**src/design/nga_pkg.sv**
```systemverilog
`timescale 1ns / 1ps
`default_nettype none
// ----------------------------------------------------------------------------
// nga_pkg
// Shared types, constants and fixed-point helpers of the natural-gradient
// Adam update core.
// ----------------------------------------------------------------------------
package nga_pkg;

  localparam int VALUE_W    = 32;
  localparam int STEP_W     = 16;
  localparam int DIV_STEPS  = 32;
  localparam int SQRT_STEPS = 24;

  // valid-line taps of the pipeline stages
  localparam int ST_N       = 3 + DIV_STEPS;
  localparam int ST_M2      = ST_N + 3;
  localparam int ST_MH      = ST_N + 4 + DIV_STEPS;
  localparam int ST_DEN     = ST_MH + SQRT_STEPS + 2;
  localparam int ST_UPD     = ST_DEN + DIV_STEPS + 1;
  localparam int PIPE_DEPTH = ST_UPD + 2;
  // sideband slot that feeds the bias-correction power chains
  localparam int POW_TAP    = DIV_STEPS - STEP_W + 2;

  typedef logic [VALUE_W-1:0] val_t;

  localparam val_t UMAXV = 32'hFFFF_FFFF;
  localparam val_t SMAXV = 32'h7FFF_FFFF;
  localparam val_t SNEGV = 32'h8000_0000;
  localparam logic [32:0] ONE_Q32 = 33'h1_0000_0000;

  typedef enum logic [2:0] {
    CFG_LEARN_RATE    = 3'd0,
    CFG_MOMENT_DECAY  = 3'd1,
    CFG_SQUARE_DECAY  = 3'd2,
    CFG_FISHER_DECAY  = 3'd3,
    CFG_FISHER_OFFSET = 3'd4,
    CFG_DENOM_FLOOR   = 3'd5,
    CFG_DECAY_RATE    = 3'd6
  } cfg_idx_t;

  typedef struct packed {
    logic neg;
    val_t mag;
  } smag_t;

  typedef struct packed {
    logic        neg;
    logic [32:0] mag;
  } wsmag_t;

  // one restoring-division step: remainder, dividend bits still to come
  typedef struct packed {
    logic        ovf;
    logic [32:0] rem;
    logic [31:0] low;
    logic [32:0] den;
    logic [31:0] quo;
  } div_t;

  // square and multiply step of beta^t in Q1.32
  typedef struct packed {
    logic [32:0]       p;
    logic [32:0]       base;
    logic [STEP_W-1:0] t;
  } pow_t;

  // one digit of the integer square root
  typedef struct packed {
    logic [25:0] rem;
    logic [47:0] xl;
    logic [23:0] root;
  } sqrt_t;

  typedef struct packed {
    logic  gneg;
    smag_t w1;
    smag_t m0;
    val_t  v0;
    val_t  f;
    logic [STEP_W-1:0] t;
  } side1_t;

  typedef struct packed {
    val_t  f;
    smag_t m;
    val_t  v;
    smag_t w1;
  } side_t;

  typedef struct packed {
    val_t  f;
    smag_t m;
    val_t  v;
    smag_t w1;
    val_t  mh;
  } side3_t;

  function automatic div_t div_init(input logic [63:0] num, input logic [32:0] den);
    div_t c;
    logic ovf;
    ovf   = {1'b0, num[63:32]} >= den;
    c.ovf = ovf;
    c.rem = ovf ? 33'd0 : {1'b0, num[63:32]};
    c.low = num[31:0];
    c.den = den;
    c.quo = '0;
    return c;
  endfunction

  // product >> 16, rounded half up, capped
  function automatic val_t rnd_q16(input logic [63:0] p);
    logic [64:0] s;
    s = {1'b0, p} + 65'd32768;
    return (|s[64:48]) ? UMAXV : s[47:16];
  endfunction

  function automatic val_t rnd_q24(input logic [55:0] p);
    logic [56:0] s;
    s = {1'b0, p} + 57'h80_0000;
    return (|s[56:56]) ? UMAXV : s[55:24];
  endfunction

  function automatic val_t rnd_q40(input logic [72:0] p);
    logic [73:0] s;
    s = {1'b0, p} + (74'd1 << 39);
    return (|s[73:72]) ? UMAXV : s[71:40];
  endfunction

  function automatic logic [32:0] rnd_q32_cap(input logic [65:0] p);
    logic [66:0] s;
    logic [34:0] r;
    s = {1'b0, p} + (67'd1 << 31);
    r = s[66:32];
    return (r > {2'b0, ONE_Q32}) ? ONE_Q32 : r[32:0];
  endfunction

  function automatic smag_t from_bits(input val_t x);
    smag_t s;
    s.neg = x[VALUE_W-1];
    s.mag = s.neg ? (~x + 32'd1) : x;
    return s;
  endfunction

  function automatic val_t to_bits(input smag_t s);
    return s.neg ? (~s.mag + 32'd1) : s.mag;
  endfunction

  function automatic wsmag_t sm_add(input smag_t a, input smag_t b);
    wsmag_t s;
    if (a.neg == b.neg) begin
      s.neg = a.neg;
      s.mag = {1'b0, a.mag} + {1'b0, b.mag};
    end else if (a.mag >= b.mag) begin
      s.neg = a.neg;
      s.mag = {1'b0, a.mag - b.mag};
    end else begin
      s.neg = b.neg;
      s.mag = {1'b0, b.mag - a.mag};
    end
    if (s.mag == '0) s.neg = 1'b0;
    return s;
  endfunction

  function automatic smag_t clamp_s(input wsmag_t s);
    smag_t c;
    c.neg = s.neg;
    if (s.neg && s.mag > {1'b0, SNEGV}) c.mag = SNEGV;
    else if (!s.neg && s.mag > {1'b0, SMAXV}) c.mag = SMAXV;
    else c.mag = s.mag[31:0];
    if (c.mag == '0) c.neg = 1'b0;
    return c;
  endfunction

endpackage
`default_nettype wire

```
**src/design/nga_div_cell.sv**
```systemverilog
`timescale 1ns / 1ps
`default_nettype none
// ----------------------------------------------------------------------------
// nga_div_cell
// One stage of the restoring divider: brings down one dividend bit and
// emits one quotient bit.
// ----------------------------------------------------------------------------
module nga_div_cell (
  input  wire logic          clk,
  input  nga_pkg::div_t      cell_in,
  output nga_pkg::div_t      cell_out
);
  import nga_pkg::*;

  logic [33:0] shifted;
  logic        ge;
  div_t        cell_nxt;
  div_t        cell_r;

  always_comb begin
    shifted  = {cell_in.rem, cell_in.low[31]};
    ge       = shifted >= {1'b0, cell_in.den};
    cell_nxt = cell_in;
    cell_nxt.low = {cell_in.low[30:0], 1'b0};
    cell_nxt.quo = {cell_in.quo[30:0], ge};
    if (ge) begin
      cell_nxt.rem = 33'(shifted - {1'b0, cell_in.den});
    end else begin
      cell_nxt.rem = shifted[32:0];
    end
  end

  always_ff @(posedge clk) begin
    cell_r <= cell_nxt;
  end

  assign cell_out = cell_r;

endmodule
`default_nettype wire

```
**config.mk**
```make
export PLATFORM = sky130hd
export DESIGN_NAME = nga_div_cell
export DESIGN_NICKNAME = d
export VERILOG_FILES = /design/src/design/nga_pkg.sv /design/src/design/nga_div_cell.sv
export SDC_FILE = /design/constraint.sdc
export NUM_CORES = 1
export LEC_CHECK = 0
export BUFFER_PORTS_ARGS = -buffer_cell sky130_fd_sc_hd__buf_4
export CORE_UTILIZATION = 41
export DETAILED_ROUTE_END_ITERATION = 12
export MAX_ROUTING_LAYER = met4
export PLACE_DENSITY = 0.76
export SLEW_MARGIN = 0
export SYNTH_ARGS = -nofsm -noshare
export SYNTH_HDL_FRONTEND = slang
export SYNTH_SLANG_ARGS = --single-unit
```
**constraint.sdc**
```tcl
create_clock -name clk -period 2.7 [get_ports clk]
set_clock_uncertainty 0.2 [all_clocks]
set_input_delay 0.405 -clock clk [delete_from_list [all_inputs] [get_ports clk]]
set_output_delay 0.405 -clock clk [all_outputs]
set_load 0.005 [all_outputs]
```
==> run summary <==
Global-route wire length before repair = 31300 um
DP Wirelength = 12900 um
Worst hold start = cell_in[127]
Tot Pwr = 0.00610 W
Max reg flops = 130
Post-synthesis area per instance = 10.3 um^2
Core footprint = 12100 um^2
Post-synthesis cell count = 498
Slew Limit Fails = 0
DR iter-0 viols = 320
Max cap viols = 0
Die Width = 114 um
Total Nets Final = 1123
ANT cells = 0
Number of synthesized flops with an enable pin = 0
Routed len/inst = 18.5 um
Status = finished, final reports clean
CTS tree = yes
Final Core Density = 79.7%
Leak = 4.68 nW
Worst hold path class = input pin to flop
Vias per cell = 4.84
Clk root buf = clkbuf_16
Setup crit start = cell_in[96]
Vias = 5512
Area after DPL = 7880 um^2
Max Fclk = 385 MHz
Max rail drop VDD = 0.474 mV
Layout cells sized above 1 = 44.6%
Arr. time, crit path = 2.75 ns
Post-synthesis cell area = 5140 um^2
Critical path type = input pin to flop
Global-route usage over all layers = 33.3%
Max Root-Sink Buffers = 2
Syn nets = 664
Hold Fails Final Rpt = 0
Final setup violation count = 0
Vias in the first global route = 5848
Netlist cell types = 61
# rows = 40
Final instance area = 9650 um^2
Clk slew on worst S/H paths = 0.06 ns
Synth-to-Final Area Change = 87.7%
Crit end category = flop
Initial antenna violation count = 0
Crit share post-route = 96.2%
Num CTS Buffers = 17
CTS H-tree depth = 4
RSZ-0062 raised after global routing = yes
Crit path max fanout = 18
Power Density = 632 nW/um^2
Min Tclk post-route = 2.60 ns
WP data required = 2.85 ns
Gr ovfl total = 0
RePlAce Congestion = 0.896
Seq/Total Area, Yosys = 50.6%
Largest net degree at the start of global routing = 27
DRC viols = 0
I/O pin cnt = 263
Die area = 13000 um^2
Routed WL = 21000 um
Post-synth ARST share = 0%
Port Buf Inserts = 260
Post-DRT Antenna Nets = 0
Die Ht = 114 um
Synth Warn # = 0
CTS sink count = 130
Initial core utilization = 42.4%
Synthesized flop and latch total = 130
Hold Slack = 0.0102 ns
TritonRoute pass-1 iters = 5
CP startpoint kind = input pin
Main synth FF type = dfxtp_1
-- cells by family (layout without fill, tap and decap cells) --
group | Yosys count | after routing | synth area share (%)
compound gates | 136 | 136 | 19.5
xor+xnor | 28 | 28 | 4.77
mux | 1 | 1 | 0.292
buf+inv | 63 | 535 | 6.25
fa+ha+maj | 34 | 34 | 8.42
simple gates | 105 | 105 | 10.1
flops | 130 | 130 | 50.6
other cells | 1 | 1 | 0.0729
-- layout make-up --
type / count / area [um^2]
inverters: 45 / 181
flip-flops and latches: 130 / 2600
fillers: 747 / 2460
repair buffers: 458 / 3760
well taps: 168 / 210
clock buffers: 18 / 429
clock inverters: 14 / 183
multi-input cells: 305 / 2290
-- layout by cell type, fill, tap and decap left out, types with 4 or more instances in the layout --
master / count
a21o_1: 12
a21oi_1: 32
and3_1: 7
buf_4: 343
clkbuf_16: 17
clkinv_4: 4
clkinvlp_4: 4
dfxtp_1: 130
dlygate4sd3_1: 112
ha_1: 32
inv_1: 42
nand2_1: 39
nand2_2: 13
nand2b_1: 4
nand3_1: 6
nand4_1: 5
nor2_1: 14
nor3_1: 4
o21a_1: 4
o21ai_0: 14
o21ai_1: 13
o21ai_2: 20
o21bai_1: 6
xnor2_1: 15
xor2_1: 13
-- metal layers --
metal | vias to the layer above | part of all wire, % | GRT usage, %
li1 | 2644 | - | -
met1 | 2596 | 38 | 33.9
met3 | 49 | 6.2 | 8.66
met2 | 223 | 52 | 59.8
met4 | 0 | 3.5 | 15.2
met5 | - | 0 | -
-- worst max-delay path: stages --
cell and delay [ns]:
buf_4 0.14, inv_12 0.05, ha_4 0.12, inv_2 0.04, fa_2 0.36, a21o_1 0.21
a221oi_4 0.29, o21ai_2 0.12, a21boi_2 0.22, o31ai_4 0.10, a21oi_4 0.16, buf_4 0.19
buf_12 0.17, nand2_1 0.10, o21ai_2 0.06
-- power by group --
part / switching, W / total, W / internal (W)
Sequential: 0.0000751 / 0.00218 / 0.00210
Clock: 0.000964 / 0.00243 / 0.00147
Combinational: 0.000648 / 0.00149 / 0.000837
Total: 0.00169 / 0.00610 / 0.00441
-- per-stage QoR --
| stage | instances | setup slack (ns) | TNS (ns) |
|---|---|---|---|
| final | 1138 | 0.102 | 0 |
| after global placement | 993 | -0.298 | -8.31 |
| after CTS | 1136 | 0.0571 | 0 |
| after floorplan | 498 | -0.139 | -1.57 |
| after global routing | 1138 | -0.000989 | -0.000989 |
| after detailed placement | 993 | -0.330 | -9.72 |
-- synthesized netlist by cell type (all sizes together) (4+ instances only) --
library cell  count  area [um^2]
and3              9         58.8
nor3              4         20.0
o21a              4         30.0
dfxtp           130         2600
buf              15          141
inv              45          169
o21ai            48          327
xor2             13          114
a21o             12         90.1
o31ai             6         55.1
nand2b            4         25.0
xnor2            15          131
nor4              4         31.3
nand3             6         30.0
o21bai            6         45.0
a21oi            34          185
nand2            52          220
ha               33          413
nand4             5         31.3
nor2             14         52.6
-- worst paths after layout --
check / end / cells after the start
max: cell_out[117]$_DFF_P_ / 15
min: cell_out[128]$_DFF_P_ / 3
-- timing repair --
item / in CTS / in global routing
hold buffers: 111 / 1
endpoints found under the hold margin: 111 / 1
gates resized for setup: 0 / 5
buffers inserted: 0 / 1
setup endpoints to repair: 0 / 10
Power figures use the tool's default switching activity.
