--- config.mk ---
export PLATFORM = sky130hd
export DESIGN_NAME = nga_pow_cell
export DESIGN_NICKNAME = d
export VERILOG_FILES = /design/src/design/nga_pkg.sv /design/src/design/nga_pow_cell.sv
export SDC_FILE = /design/constraint.sdc
export NUM_CORES = 2
export LEC_CHECK = 0
export BUFFER_PORTS_ARGS = -buffer_cell sky130_fd_sc_hd__clkbuf_2
export CORE_ASPECT_RATIO = 0.75
export CORE_UTILIZATION = 36
export DETAILED_ROUTE_END_ITERATION = 10
export HOLD_SLACK_MARGIN = 0.1
export PLACE_DENSITY_LB_ADDON = 0.05
export RECOVER_POWER = 50
export SYNTH_ARGS = -nofsm -noshare
export SYNTH_HDL_FRONTEND = slang
export SYNTH_SLANG_ARGS = --single-unit
--- constraint.sdc ---
create_clock -name clk -period 13.3 [get_ports clk]
set_input_delay 3.325 -clock clk [delete_from_list [all_inputs] [get_ports clk]]
set_output_delay 3.325 -clock clk [all_outputs]
set_load 0.05 [all_outputs]
--- src/design/nga_pkg.sv ---
`timescale 1ns / 1ps
`default_nettype none
// ----------------------------------------------------------------------------
// nga_pkg
// Shared types, constants and fixed-point helpers of the natural-gradient
// Adam update core.
// ----------------------------------------------------------------------------
package nga_pkg;

  localparam int VALUE_W    = 32;
  localparam int STEP_W     = 16;
  localparam int DIV_STEPS  = 32;
  localparam int SQRT_STEPS = 24;

  // valid-line taps of the pipeline stages
  localparam int ST_N       = 3 + DIV_STEPS;
  localparam int ST_M2      = ST_N + 3;
  localparam int ST_MH      = ST_N + 4 + DIV_STEPS;
  localparam int ST_DEN     = ST_MH + SQRT_STEPS + 2;
  localparam int ST_UPD     = ST_DEN + DIV_STEPS + 1;
  localparam int PIPE_DEPTH = ST_UPD + 2;
  // sideband slot that feeds the bias-correction power chains
  localparam int POW_TAP    = DIV_STEPS - STEP_W + 2;

  typedef logic [VALUE_W-1:0] val_t;

  localparam val_t UMAXV = 32'hFFFF_FFFF;
  localparam val_t SMAXV = 32'h7FFF_FFFF;
  localparam val_t SNEGV = 32'h8000_0000;
  localparam logic [32:0] ONE_Q32 = 33'h1_0000_0000;

  typedef enum logic [2:0] {
    CFG_LEARN_RATE    = 3'd0,
    CFG_MOMENT_DECAY  = 3'd1,
    CFG_SQUARE_DECAY  = 3'd2,
    CFG_FISHER_DECAY  = 3'd3,
    CFG_FISHER_OFFSET = 3'd4,
    CFG_DENOM_FLOOR   = 3'd5,
    CFG_DECAY_RATE    = 3'd6
  } cfg_idx_t;

  typedef struct packed {
    logic neg;
    val_t mag;
  } smag_t;

  typedef struct packed {
    logic        neg;
    logic [32:0] mag;
  } wsmag_t;

  // one restoring-division step: remainder, dividend bits still to come
  typedef struct packed {
    logic        ovf;
    logic [32:0] rem;
    logic [31:0] low;
    logic [32:0] den;
    logic [31:0] quo;
  } div_t;

  // square and multiply step of beta^t in Q1.32
  typedef struct packed {
    logic [32:0]       p;
    logic [32:0]       base;
    logic [STEP_W-1:0] t;
  } pow_t;

  // one digit of the integer square root
  typedef struct packed {
    logic [25:0] rem;
    logic [47:0] xl;
    logic [23:0] root;
  } sqrt_t;

  typedef struct packed {
    logic  gneg;
    smag_t w1;
    smag_t m0;
    val_t  v0;
    val_t  f;
    logic [STEP_W-1:0] t;
  } side1_t;

  typedef struct packed {
    val_t  f;
    smag_t m;
    val_t  v;
    smag_t w1;
  } side_t;

  typedef struct packed {
    val_t  f;
    smag_t m;
    val_t  v;
    smag_t w1;
    val_t  mh;
  } side3_t;

  function automatic div_t div_init(input logic [63:0] num, input logic [32:0] den);
    div_t c;
    logic ovf;
    ovf   = {1'b0, num[63:32]} >= den;
    c.ovf = ovf;
    c.rem = ovf ? 33'd0 : {1'b0, num[63:32]};
    c.low = num[31:0];
    c.den = den;
    c.quo = '0;
    return c;
  endfunction

  // product >> 16, rounded half up, capped
  function automatic val_t rnd_q16(input logic [63:0] p);
    logic [64:0] s;
    s = {1'b0, p} + 65'd32768;
    return (|s[64:48]) ? UMAXV : s[47:16];
  endfunction

  function automatic val_t rnd_q24(input logic [55:0] p);
    logic [56:0] s;
    s = {1'b0, p} + 57'h80_0000;
    return (|s[56:56]) ? UMAXV : s[55:24];
  endfunction

  function automatic val_t rnd_q40(input logic [72:0] p);
    logic [73:0] s;
    s = {1'b0, p} + (74'd1 << 39);
    return (|s[73:72]) ? UMAXV : s[71:40];
  endfunction

  function automatic logic [32:0] rnd_q32_cap(input logic [65:0] p);
    logic [66:0] s;
    logic [34:0] r;
    s = {1'b0, p} + (67'd1 << 31);
    r = s[66:32];
    return (r > {2'b0, ONE_Q32}) ? ONE_Q32 : r[32:0];
  endfunction

  function automatic smag_t from_bits(input val_t x);
    smag_t s;
    s.neg = x[VALUE_W-1];
    s.mag = s.neg ? (~x + 32'd1) : x;
    return s;
  endfunction

  function automatic val_t to_bits(input smag_t s);
    return s.neg ? (~s.mag + 32'd1) : s.mag;
  endfunction

  function automatic wsmag_t sm_add(input smag_t a, input smag_t b);
    wsmag_t s;
    if (a.neg == b.neg) begin
      s.neg = a.neg;
      s.mag = {1'b0, a.mag} + {1'b0, b.mag};
    end else if (a.mag >= b.mag) begin
      s.neg = a.neg;
      s.mag = {1'b0, a.mag - b.mag};
    end else begin
      s.neg = b.neg;
      s.mag = {1'b0, b.mag - a.mag};
    end
    if (s.mag == '0) s.neg = 1'b0;
    return s;
  endfunction

  function automatic smag_t clamp_s(input wsmag_t s);
    smag_t c;
    c.neg = s.neg;
    if (s.neg && s.mag > {1'b0, SNEGV}) c.mag = SNEGV;
    else if (!s.neg && s.mag > {1'b0, SMAXV}) c.mag = SMAXV;
    else c.mag = s.mag[31:0];
    if (c.mag == '0) c.neg = 1'b0;
    return c;
  endfunction

endpackage
`default_nettype wire

--- src/design/nga_pow_cell.sv ---
`timescale 1ns / 1ps
`default_nettype none
// ----------------------------------------------------------------------------
// nga_pow_cell
// One square-and-multiply step of beta^t, handling one bit of the step count.
// ----------------------------------------------------------------------------
module nga_pow_cell (
  input  wire logic     clk,
  input  nga_pkg::pow_t cell_in,
  output nga_pkg::pow_t cell_out
);
  import nga_pkg::*;

  pow_t cell_nxt;
  pow_t cell_r;

  always_comb begin
    cell_nxt.p    = cell_in.t[0] ? rnd_q32_cap(66'(cell_in.p) * 66'(cell_in.base))
                                 : cell_in.p;
    cell_nxt.base = rnd_q32_cap(66'(cell_in.base) * 66'(cell_in.base));
    cell_nxt.t    = {1'b0, cell_in.t[STEP_W-1:1]};
  end

  always_ff @(posedge clk) begin
    cell_r <= cell_nxt;
  end

  assign cell_out = cell_r;

endmodule
`default_nettype wire

==> results.sh <==
export IMPL_synthCells=7470
export IMPL_floorplan_core_area_mm2=0.1860
export IMPL_slew_limit_headroom_pct=30.86
export IMPL_port_buffers=163
export IMPL_fillerInstances=19180
export IMPL_first_global_vias=54120
export IMPL_synthesis_nets=9972
export IMPL_cts_root_buf="clkbuf_16"
export IMPL_max_stage_delay_ns=0.70
export IMPL_rows=137
export IMPL_timing_hold_worst_start="cell_in[9]"
export IMPL_die_area_mm2=0.1889
export IMPL_chipHeight_um=376.7
export IMPL_cts_made_buffers=9
export IMPL_post_synth_main_area_contributors="fa_1 (54%), inv_1 (11%), ha_1 (11%), nand2_1 (5.7%), and2_1 (4.0%)"
export IMPL_number_of_warnings_reported_in_the_yosys_synthesis_log=0
export IMPL_timing_hold_worst_class="primary input to flip-flop"
export IMPL_timing_final_max_slew_violations=0
export IMPL_routedWlPerCell_um=23.75
export IMPL_die_x_um=501.6
export IMPL_area_growth_syn_to_layout_pct=6.762
export IMPL_fmax_ghz=0.07838
export IMPL_finalWorstPathRequiredPeriod_ns=12.76
export IMPL_max_cap_violations=0
export IMPL_cts_post_setup_buffers_inserted=0
export IMPL_gp_congestion=0.9193
export IMPL_clock_sinks=81
export IMPL_synth_seq_cells=81
export IMPL_final_antenna_net_count=0
export IMPL_setup_worst_path_end_class="flip-flop"
export IMPL_synth_edf_count=0
export IMPL_most_frequent_standard_cell_in_the_layout_excluding_fill_and_tap_cells="inv_1"
export IMPL_yosysSeqAreaShare_pct=2.406
export IMPL_cts_reportedPaths_clkPinSlew_ns=0.08
export IMPL_final_layout_size_suffix_gt1_share_pct=4.640
export IMPL_synthFlopType="dfxtp_1"
export IMPL_cts_resized=0
export IMPL_cp_required_ns=13.58
export IMPL_worst_pin_slew_ns=1.037
export IMPL_async_flop_share_pct=0
export IMPL_fin_setup_tns_ns=0
export IMPL_cts_hold_fix_buffers=0
export IMPL_final_net_count=9997
export IMPL_cp_buffers_inverters=10
export IMPL_syn_mean_instance_area_um2=9.021
export IMPL_mostFrequentLayoutCells="inv_1 (2046), fa_1 (1819), nand2_1 (1028)"
export IMPL_routed_wirelength_um=237600
export IMPL_clockBufferDepth=2
export IMPL_cts_tree="built"
export IMPL_dr_pass1_iters=5
export IMPL_floorplan_initialDensity_pct=36.23
export IMPL_grt_start_max_net_pins=55
export IMPL_min_path_cells=1
export IMPL_grt_first_pass_wirelength_um=360100
export IMPL_worst_endpoint_data_arrival_time_ns=13.04
export IMPL_unrepaired_setup_endpoints_after_global_routing="false"
export IMPL_hold_path_end="cell_out[8]"
export IMPL_dp_final_hpwl_um=194000
export IMPL_largest_register_ff_count=81
export IMPL_report_final_setup_viol=0
export IMPL_min_period_over_period_pct=95.92
export IMPL_initial_antenna_violation_count=15
export IMPL_cpMostUsedCell="fa_1"
export IMPL_register_area_mm2=0.001622
export IMPL_multiInputGateArea_mm2=0.05669
export IMPL_drt_first_iter_violations=3383
export IMPL_drc_violation_count_after_routing=0
export IMPL_grt_remaining_overflow=0
export IMPL_dp_worst_setup_slack_ns=0.1171
export IMPL_finalCoreUtilization_pct=38.68
export IMPL_path_class="primary input to flip-flop"
export IMPL_synthDominantAreaCellType="fa_1"
export IMPL_critical_path_slowest_cell="clkbuf_2"
export IMPL_design_portCount=165
export IMPL_global_route_usage_total_pct=26.16
export IMPL_detailroute_via_count=49220
export IMPL_area_post_placement_mm2=0.07170
export IMPL_outcome="completed"
export IMPL_post_synth_num_cell_types=80
export IMPL_cp_top_family="adder cells"
export IMPL_crit_path_start_kind="primary input"
export IMPL_fin_area_mm2=0.07194
export IMPL_path_max_fanout=29
export IMPL_post_route_worst_setup_slack_ns=0.5423
export IMPL_synth_area_mm2=0.06739
export IMPL_finalHoldViolations=0
export IMPL_vias_per_cell=4.918
export IMPL_clock_tree_htree_level_count=3
export IMPL_synth_top_cell_area_share_pct=54.04
==> kinds of logic (layout without fill, tap and decap cells) <==
logic type      after synthesis  in the layout  synth area share [%]
compound gates              455            455                 4.367
xor+xnor                     81             81                 1.053
fa+ha+maj                  2419           2419                 65.18
buf+inv                    2417           2447                 13.49
flops                        81             81                 2.406
mux                           5              5               0.07798
other cells                   1              6              0.005565
simple gates               2011           2011                 13.43
==> routing by layer <==
metal	up-vias	track usage, %	wire (um)	part of all wire (%)
met1	26050	39.23	113400	48
met5	-	0	13	0.0055
met2	1395	40.43	104900	44
met3	126	3.964	16110	6.8
met4	2	3.704	3217	1.4
li1	21640	-	-	-
==> worst max path at each step <==
stage	slack, ns	startpoint	end	cells after the start
6_report	0.54	cell_in[30]	cell_out[68]	30
3_5_place_dp	0.12	cell_in[30]	cell_out[68]	30
2_1_floorplan	2.20	cell_in[39]	cell_out[23]	30
3_3_place_gp	0.11	cell_in[30]	cell_out[68]	30
5_1_grt	0.16	cell_in[30]	cell_out[68]	30
4_1_cts	0.53	cell_in[30]	cell_out[68]	30
==> synthesized netlist by cell type, types with 4 or more instances <==
cell	n
a311oi_1	4
nand4_1	34
nor2_1	391
o21a_1	16
a21oi_1	158
nor2b_1	13
fa_1	1819
nor3b_2	6
nand2_1	1028
o41ai_1	4
o21ai_0	90
or2_2	5
a21o_1	36
a31oi_1	13
nand2b_1	6
xnor2_1	50
nor3_1	37
and3_1	9
nand3_1	22
buf_1	11
and2_1	428
nor4_1	10
a21boi_0	5
o211ai_1	15
o211a_1	4
xor2_1	31
o221ai_1	5
dfxtp_1	81
ha_1	600
o32ai_1	32
clkbuf_1	337
clkinv_1	17
and4_1	6
o21bai_1	11
o31ai_1	13
a211oi_1	9
nand4b_1	4
inv_1	2046
==> through the flow <==
stage	std cells	hold WS (ns)
after floorplan	7470	3.353
after global placement	9986	3.427
after detailed placement	9986	3.429
after CTS	10000	2.984
after global routing	10000	3.004
final	10010	3.017
==> cell type report <==
class | instances | share of cell area, %
antenna | 5 | 0.01739
clock buffer | 10 | 0.3322
timing repair buffer | 367 | 3.374
multi-input combinational | 4972 | 78.80
clock inverter | 6 | 0.1026
tap | 2502 | 4.351
inverter | 2064 | 10.77
sequential | 81 | 2.254
Power is not shown: default switching activity piles up to over one toggle a cycle in this logic, so the estimate is an artifact.
