==> src/design/nga_pkg.sv <==
`timescale 1ns / 1ps
`default_nettype none
// ----------------------------------------------------------------------------
// nga_pkg
// Shared types, constants and fixed-point helpers of the natural-gradient
// Adam update core.
// ----------------------------------------------------------------------------
package nga_pkg;

  localparam int VALUE_W    = 32;
  localparam int STEP_W     = 16;
  localparam int DIV_STEPS  = 32;
  localparam int SQRT_STEPS = 24;

  // valid-line taps of the pipeline stages
  localparam int ST_N       = 3 + DIV_STEPS;
  localparam int ST_M2      = ST_N + 3;
  localparam int ST_MH      = ST_N + 4 + DIV_STEPS;
  localparam int ST_DEN     = ST_MH + SQRT_STEPS + 2;
  localparam int ST_UPD     = ST_DEN + DIV_STEPS + 1;
  localparam int PIPE_DEPTH = ST_UPD + 2;
  // sideband slot that feeds the bias-correction power chains
  localparam int POW_TAP    = DIV_STEPS - STEP_W + 2;

  typedef logic [VALUE_W-1:0] val_t;

  localparam val_t UMAXV = 32'hFFFF_FFFF;
  localparam val_t SMAXV = 32'h7FFF_FFFF;
  localparam val_t SNEGV = 32'h8000_0000;
  localparam logic [32:0] ONE_Q32 = 33'h1_0000_0000;

  typedef enum logic [2:0] {
    CFG_LEARN_RATE    = 3'd0,
    CFG_MOMENT_DECAY  = 3'd1,
    CFG_SQUARE_DECAY  = 3'd2,
    CFG_FISHER_DECAY  = 3'd3,
    CFG_FISHER_OFFSET = 3'd4,
    CFG_DENOM_FLOOR   = 3'd5,
    CFG_DECAY_RATE    = 3'd6
  } cfg_idx_t;

  typedef struct packed {
    logic neg;
    val_t mag;
  } smag_t;

  typedef struct packed {
    logic        neg;
    logic [32:0] mag;
  } wsmag_t;

  // one restoring-division step: remainder, dividend bits still to come
  typedef struct packed {
    logic        ovf;
    logic [32:0] rem;
    logic [31:0] low;
    logic [32:0] den;
    logic [31:0] quo;
  } div_t;

  // square and multiply step of beta^t in Q1.32
  typedef struct packed {
    logic [32:0]       p;
    logic [32:0]       base;
    logic [STEP_W-1:0] t;
  } pow_t;

  // one digit of the integer square root
  typedef struct packed {
    logic [25:0] rem;
    logic [47:0] xl;
    logic [23:0] root;
  } sqrt_t;

  typedef struct packed {
    logic  gneg;
    smag_t w1;
    smag_t m0;
    val_t  v0;
    val_t  f;
    logic [STEP_W-1:0] t;
  } side1_t;

  typedef struct packed {
    val_t  f;
    smag_t m;
    val_t  v;
    smag_t w1;
  } side_t;

  typedef struct packed {
    val_t  f;
    smag_t m;
    val_t  v;
    smag_t w1;
    val_t  mh;
  } side3_t;

  function automatic div_t div_init(input logic [63:0] num, input logic [32:0] den);
    div_t c;
    logic ovf;
    ovf   = {1'b0, num[63:32]} >= den;
    c.ovf = ovf;
    c.rem = ovf ? 33'd0 : {1'b0, num[63:32]};
    c.low = num[31:0];
    c.den = den;
    c.quo = '0;
    return c;
  endfunction

  // product >> 16, rounded half up, capped
  function automatic val_t rnd_q16(input logic [63:0] p);
    logic [64:0] s;
    s = {1'b0, p} + 65'd32768;
    return (|s[64:48]) ? UMAXV : s[47:16];
  endfunction

  function automatic val_t rnd_q24(input logic [55:0] p);
    logic [56:0] s;
    s = {1'b0, p} + 57'h80_0000;
    return (|s[56:56]) ? UMAXV : s[55:24];
  endfunction

  function automatic val_t rnd_q40(input logic [72:0] p);
    logic [73:0] s;
    s = {1'b0, p} + (74'd1 << 39);
    return (|s[73:72]) ? UMAXV : s[71:40];
  endfunction

  function automatic logic [32:0] rnd_q32_cap(input logic [65:0] p);
    logic [66:0] s;
    logic [34:0] r;
    s = {1'b0, p} + (67'd1 << 31);
    r = s[66:32];
    return (r > {2'b0, ONE_Q32}) ? ONE_Q32 : r[32:0];
  endfunction

  function automatic smag_t from_bits(input val_t x);
    smag_t s;
    s.neg = x[VALUE_W-1];
    s.mag = s.neg ? (~x + 32'd1) : x;
    return s;
  endfunction

  function automatic val_t to_bits(input smag_t s);
    return s.neg ? (~s.mag + 32'd1) : s.mag;
  endfunction

  function automatic wsmag_t sm_add(input smag_t a, input smag_t b);
    wsmag_t s;
    if (a.neg == b.neg) begin
      s.neg = a.neg;
      s.mag = {1'b0, a.mag} + {1'b0, b.mag};
    end else if (a.mag >= b.mag) begin
      s.neg = a.neg;
      s.mag = {1'b0, a.mag - b.mag};
    end else begin
      s.neg = b.neg;
      s.mag = {1'b0, b.mag - a.mag};
    end
    if (s.mag == '0) s.neg = 1'b0;
    return s;
  endfunction

  function automatic smag_t clamp_s(input wsmag_t s);
    smag_t c;
    c.neg = s.neg;
    if (s.neg && s.mag > {1'b0, SNEGV}) c.mag = SNEGV;
    else if (!s.neg && s.mag > {1'b0, SMAXV}) c.mag = SMAXV;
    else c.mag = s.mag[31:0];
    if (c.mag == '0) c.neg = 1'b0;
    return c;
  endfunction

endpackage
`default_nettype wire

==> src/design/nga_sqrt_cell.sv <==
`timescale 1ns / 1ps
`default_nettype none
// ----------------------------------------------------------------------------
// nga_sqrt_cell
// One digit step of the integer square root: two radicand bits in, one root
// bit out.
// ----------------------------------------------------------------------------
module nga_sqrt_cell (
  input  wire logic      clk,
  input  nga_pkg::sqrt_t cell_in,
  output nga_pkg::sqrt_t cell_out
);
  import nga_pkg::*;

  logic [27:0] r4;
  logic [25:0] trial;
  logic        ge;
  sqrt_t       cell_nxt;
  sqrt_t       cell_r;

  always_comb begin
    r4    = {cell_in.rem, cell_in.xl[47:46]};
    trial = {cell_in.root, 2'b01};
    ge    = r4 >= {2'b00, trial};
    cell_nxt.xl   = {cell_in.xl[45:0], 2'b00};
    cell_nxt.root = {cell_in.root[22:0], ge};
    if (ge) begin
      cell_nxt.rem = 26'(r4 - {2'b00, trial});
    end else begin
      cell_nxt.rem = r4[25:0];
    end
  end

  always_ff @(posedge clk) begin
    cell_r <= cell_nxt;
  end

  assign cell_out = cell_r;

endmodule
`default_nettype wire

==> config.mk <==
export PLATFORM = sky130hd
export DESIGN_NAME = nga_sqrt_cell
export DESIGN_NICKNAME = d
export VERILOG_FILES = /design/src/design/nga_pkg.sv /design/src/design/nga_sqrt_cell.sv
export SDC_FILE = /design/constraint.sdc
export NUM_CORES = 1
export LEC_CHECK = 0
export ABC_CLOCK_PERIOD_IN_PS = 2400
export BUFFER_PORTS_ARGS = -buffer_cell sky130_fd_sc_hd__buf_2
export CAP_MARGIN = 0
export CORE_ASPECT_RATIO = 1.5
export CORE_MARGIN = 4
export CORE_UTILIZATION = 30
export DETAILED_ROUTE_END_ITERATION = 8
export PLACE_DENSITY = 0.54
export SYNTH_ARGS = -nofsm -noshare
export SYNTH_HDL_FRONTEND = slang
export SYNTH_SLANG_ARGS = --single-unit
==> constraint.sdc <==
create_clock -name clk -period 2.4 [get_ports clk]
set_input_delay 0.12 -clock clk [delete_from_list [all_inputs] [get_ports clk]]
set_output_delay 0.12 -clock clk [all_outputs]
set_load 0.05 [all_outputs]
==> flow_summary.json <==
{
  "gp_congestion": 0.834,
  "p_int_mw": 3.15,
  "cts_root_buf": "clkbuf_16",
  "first_global_vias": 3716,
  "nets": 771,
  "crit_required_ps": 2630,
  "endpoint_kind": "register",
  "yosysMostFrequentCell": "dfxtp_1",
  "power_frac_clock": 0.305,
  "crit_fanout": 7,
  "final_cell_area_um2": 6170,
  "syn_to_final_growth_pct": 63.8,
  "p_seq_frac": 0.374,
  "fin_util": 0.508,
  "clk_path_buf_depth": 2,
  "viasPerCell": 4.35,
  "synth_common_cells": "dfxtp_1, inv_1, ha_1",
  "global_route.overflow_total": 0,
  "p_switching_mw": 1.63,
  "dp_cells": 714,
  "startpoint_type": "input pin",
  "max_freq_ghz": 0.437,
  "ys_warn_count": 0,
  "p_per_area_nw_per_um2": 775,
  "sw_frac_of_total": 0.341,
  "ys_seq_elements": 96,
  "dieArea_um2": 14400,
  "setup_tns_ps": 0,
  "drc": 0,
  "status": "finished clean",
  "dr.first_iter.drc_count": 67,
  "yosys-top-cells-area": "dfxtp_1, ha_1, mux2_4, xnor2_1, inv_1",
  "grt_usage": 0.147,
  "largest_reg_flops": 96,
  "finalCritPeriodShare": 0.955,
  "cts.clk_slew.worst_paths_ps": 70,
  "setup-violations-final": 0,
  "report.final.hold_viol_count": 0,
  "detailed_place.area_um2": 5080,
  "synthCells": 345,
  "syn_area_per_cell_um2": 10.9,
  "maxSlewViolCount": 0,
  "hpwl_um": 8210,
  "drtAntennaViolNets": 0,
  "antenna_found_initial": 0,
  "vias": 3498,
  "routedWlPerCell_um": 13.5,
  "core_um2": 12100,
  "crit_arrival_ps": 2520,
  "fillers": 1137,
  "clock-sinks": 96,
  "synthArstFlopShare": 0,
  "pwr-share-comb": 0.320,
  "rows": 49,
  "maxCapViolCount": 0,
  "die_y_um": 145,
  "cts_made_buffers": 9,
  "whs_endpoint": "cell_out[93]$_DFF_P_",
  "synth_top_area_frac": 0.510,
  "routed_wirelength_um": 10800,
  "num_antenna_cells": 0,
  "drive_above_1_share": 0.422,
  "hold_path_startpoint": "cell_in[91]",
  "htree_levels": 3,
  "synth_area_leader_cell": "dfxtp_1",
  "synth.distinct_cells": 50,
  "io_pins": 197,
  "synth-main-ff-cell": "dfxtp_1",
  "grt_pass1_wl_um": 17200,
  "dieWidth_um": 99.5,
  "critPathKind": "in -> reg",
  "rsz0062_at_grt": "no",
  "final_cells": 804,
  "netlist_area_um2": 3760,
  "hold_path.class": "in -> reg",
  "ys_seq_area_frac": 0.510,
  "ir_drop_v": 0.000358,
  "start_util": 0.310,
  "holdPathStages": 2,
  "cts_tree": "built",
  "first_pass_iters": 4,
  "numPortBuffers": 194,
  "power_leakage_nw": 3.12,
  "grt_max_degree": 18,
  "synth_edf_count": 0,
  "period_needed_ps": 2290
}
## logic make-up (layout without fill, tap and decap cells)
kind of cell | after synthesis | count (layout) | share of synthesized area
flops | 96 | 96 | 0.510
compound gates | 72 | 72 | 0.127
simple gates | 67 | 67 | 0.0874
buf+inv | 36 | 341 | 0.0472
fa+ha+maj | 26 | 26 | 0.0864
mux | 24 | 24 | 0.0871
xor+xnor | 23 | 23 | 0.0535
other cells | 1 | 2 | 0.000996
## worst max-delay path, cell delays in order
cell and delay (ps):
dlygate4sd3_1 530, buf_2 130, inv_1 80, ha_4 130, a21o_1 100, a21o_1 150
nand2b_4 130, a21oi_1 80, a31oi_2 210, nor2_2 80, o21ai_4 240, buf_12 180
mux2_2 350
## power groups by stage
| stage | Clock, mW | Sequential, mW | Combinational, mW |
|---|---|---|---|
| global route | 1.57 | 1.80 | 1.63 |
| CTS | 1.51 | 1.79 | 1.52 |
| finish | 1.46 | 1.79 | 1.53 |
| floorplan | 0 | 2.40 | 0.459 |
| detailed placement | 0 | 1.83 | 1.43 |
| global placement | 0 | 1.82 | 1.43 |
## layout make-up
class                      count  area, µm²  area share
sequential                    96       1920       0.312
tap                          153        191      0.0310
timing repair buffer         295       1940       0.314
clock inverter                 6       76.3      0.0124
multi-input combinational    214       1700       0.276
clock buffer                  10        229      0.0371
inverter                      30        113      0.0183
## stage by stage
step / hold slack, ps / worst slack (ps) / total power, mW
global placement: 223 / -14.8 / 3.25
CTS: 3.26 / 25.3 / 4.83
finish: 19.8 / 109 / 4.78
detailed placement: 224 / -67.9 / 3.26
floorplan: 148 / 158 / 2.86
global route: 9.72 / 0.881 / 5.01
## worst max-delay path by stage
stage,slack [ps],from,end,depth (start not counted)
2_1_floorplan,160,cell_in[0],cell_out[80]$_DFF_P_,11
3_3_place_gp,-10,cell_in[0],cell_out[79]$_DFF_P_,12
3_5_place_dp,-70,cell_in[71],cell_out[78]$_DFF_P_,12
4_1_cts,30,cell_in[21],cell_out[78]$_DFF_P_,11
5_1_grt,0.9,cell_in[18],cell_out[78]$_DFF_P_,13
6_report,110,cell_in[18],cell_out[79]$_DFF_P_,13
## placed cells by master (no fill, tap or decap), types with 5 or more instances in the layout
cell | netlist | final
buf_2 | 2 | 194
dfxtp_1 | 96 | 96
dlygate4sd3_1 | 0 | 69
inv_1 | 30 | 30
buf_4 | 2 | 29
ha_1 | 26 | 24
nand2_1 | 21 | 21
a21oi_1 | 21 | 21
nor2_1 | 16 | 16
mux2_4 | 16 | 16
o21ai_0 | 15 | 15
xnor2_1 | 13 | 13
xor2_1 | 10 | 10
clkbuf_16 | 0 | 10
a21o_1 | 6 | 6
a211oi_1 | 6 | 6
mux2_2 | 6 | 6
nor3_1 | 6 | 5
## metal layers
metal / vias to the layer above / wire [µm] / GRT usage
met5: - / 0 / 0
met4: 0 / 143 / 0.0458
met3: 11 / 847 / 0.0370
met2: 133 / 6000 / 0.292
met1: 1566 / 3850 / 0.145
li1: 1788 / - / -
## repair_timing
action / CTS / global route
resized for setup: 0 / 7
setup buffers: 0 / 4
hold buffers: 69 / 0
endpoints found under the setup margin: 0 / 22
hold endpoints to repair: 69 / 0
Power figures use the tool's default switching activity.
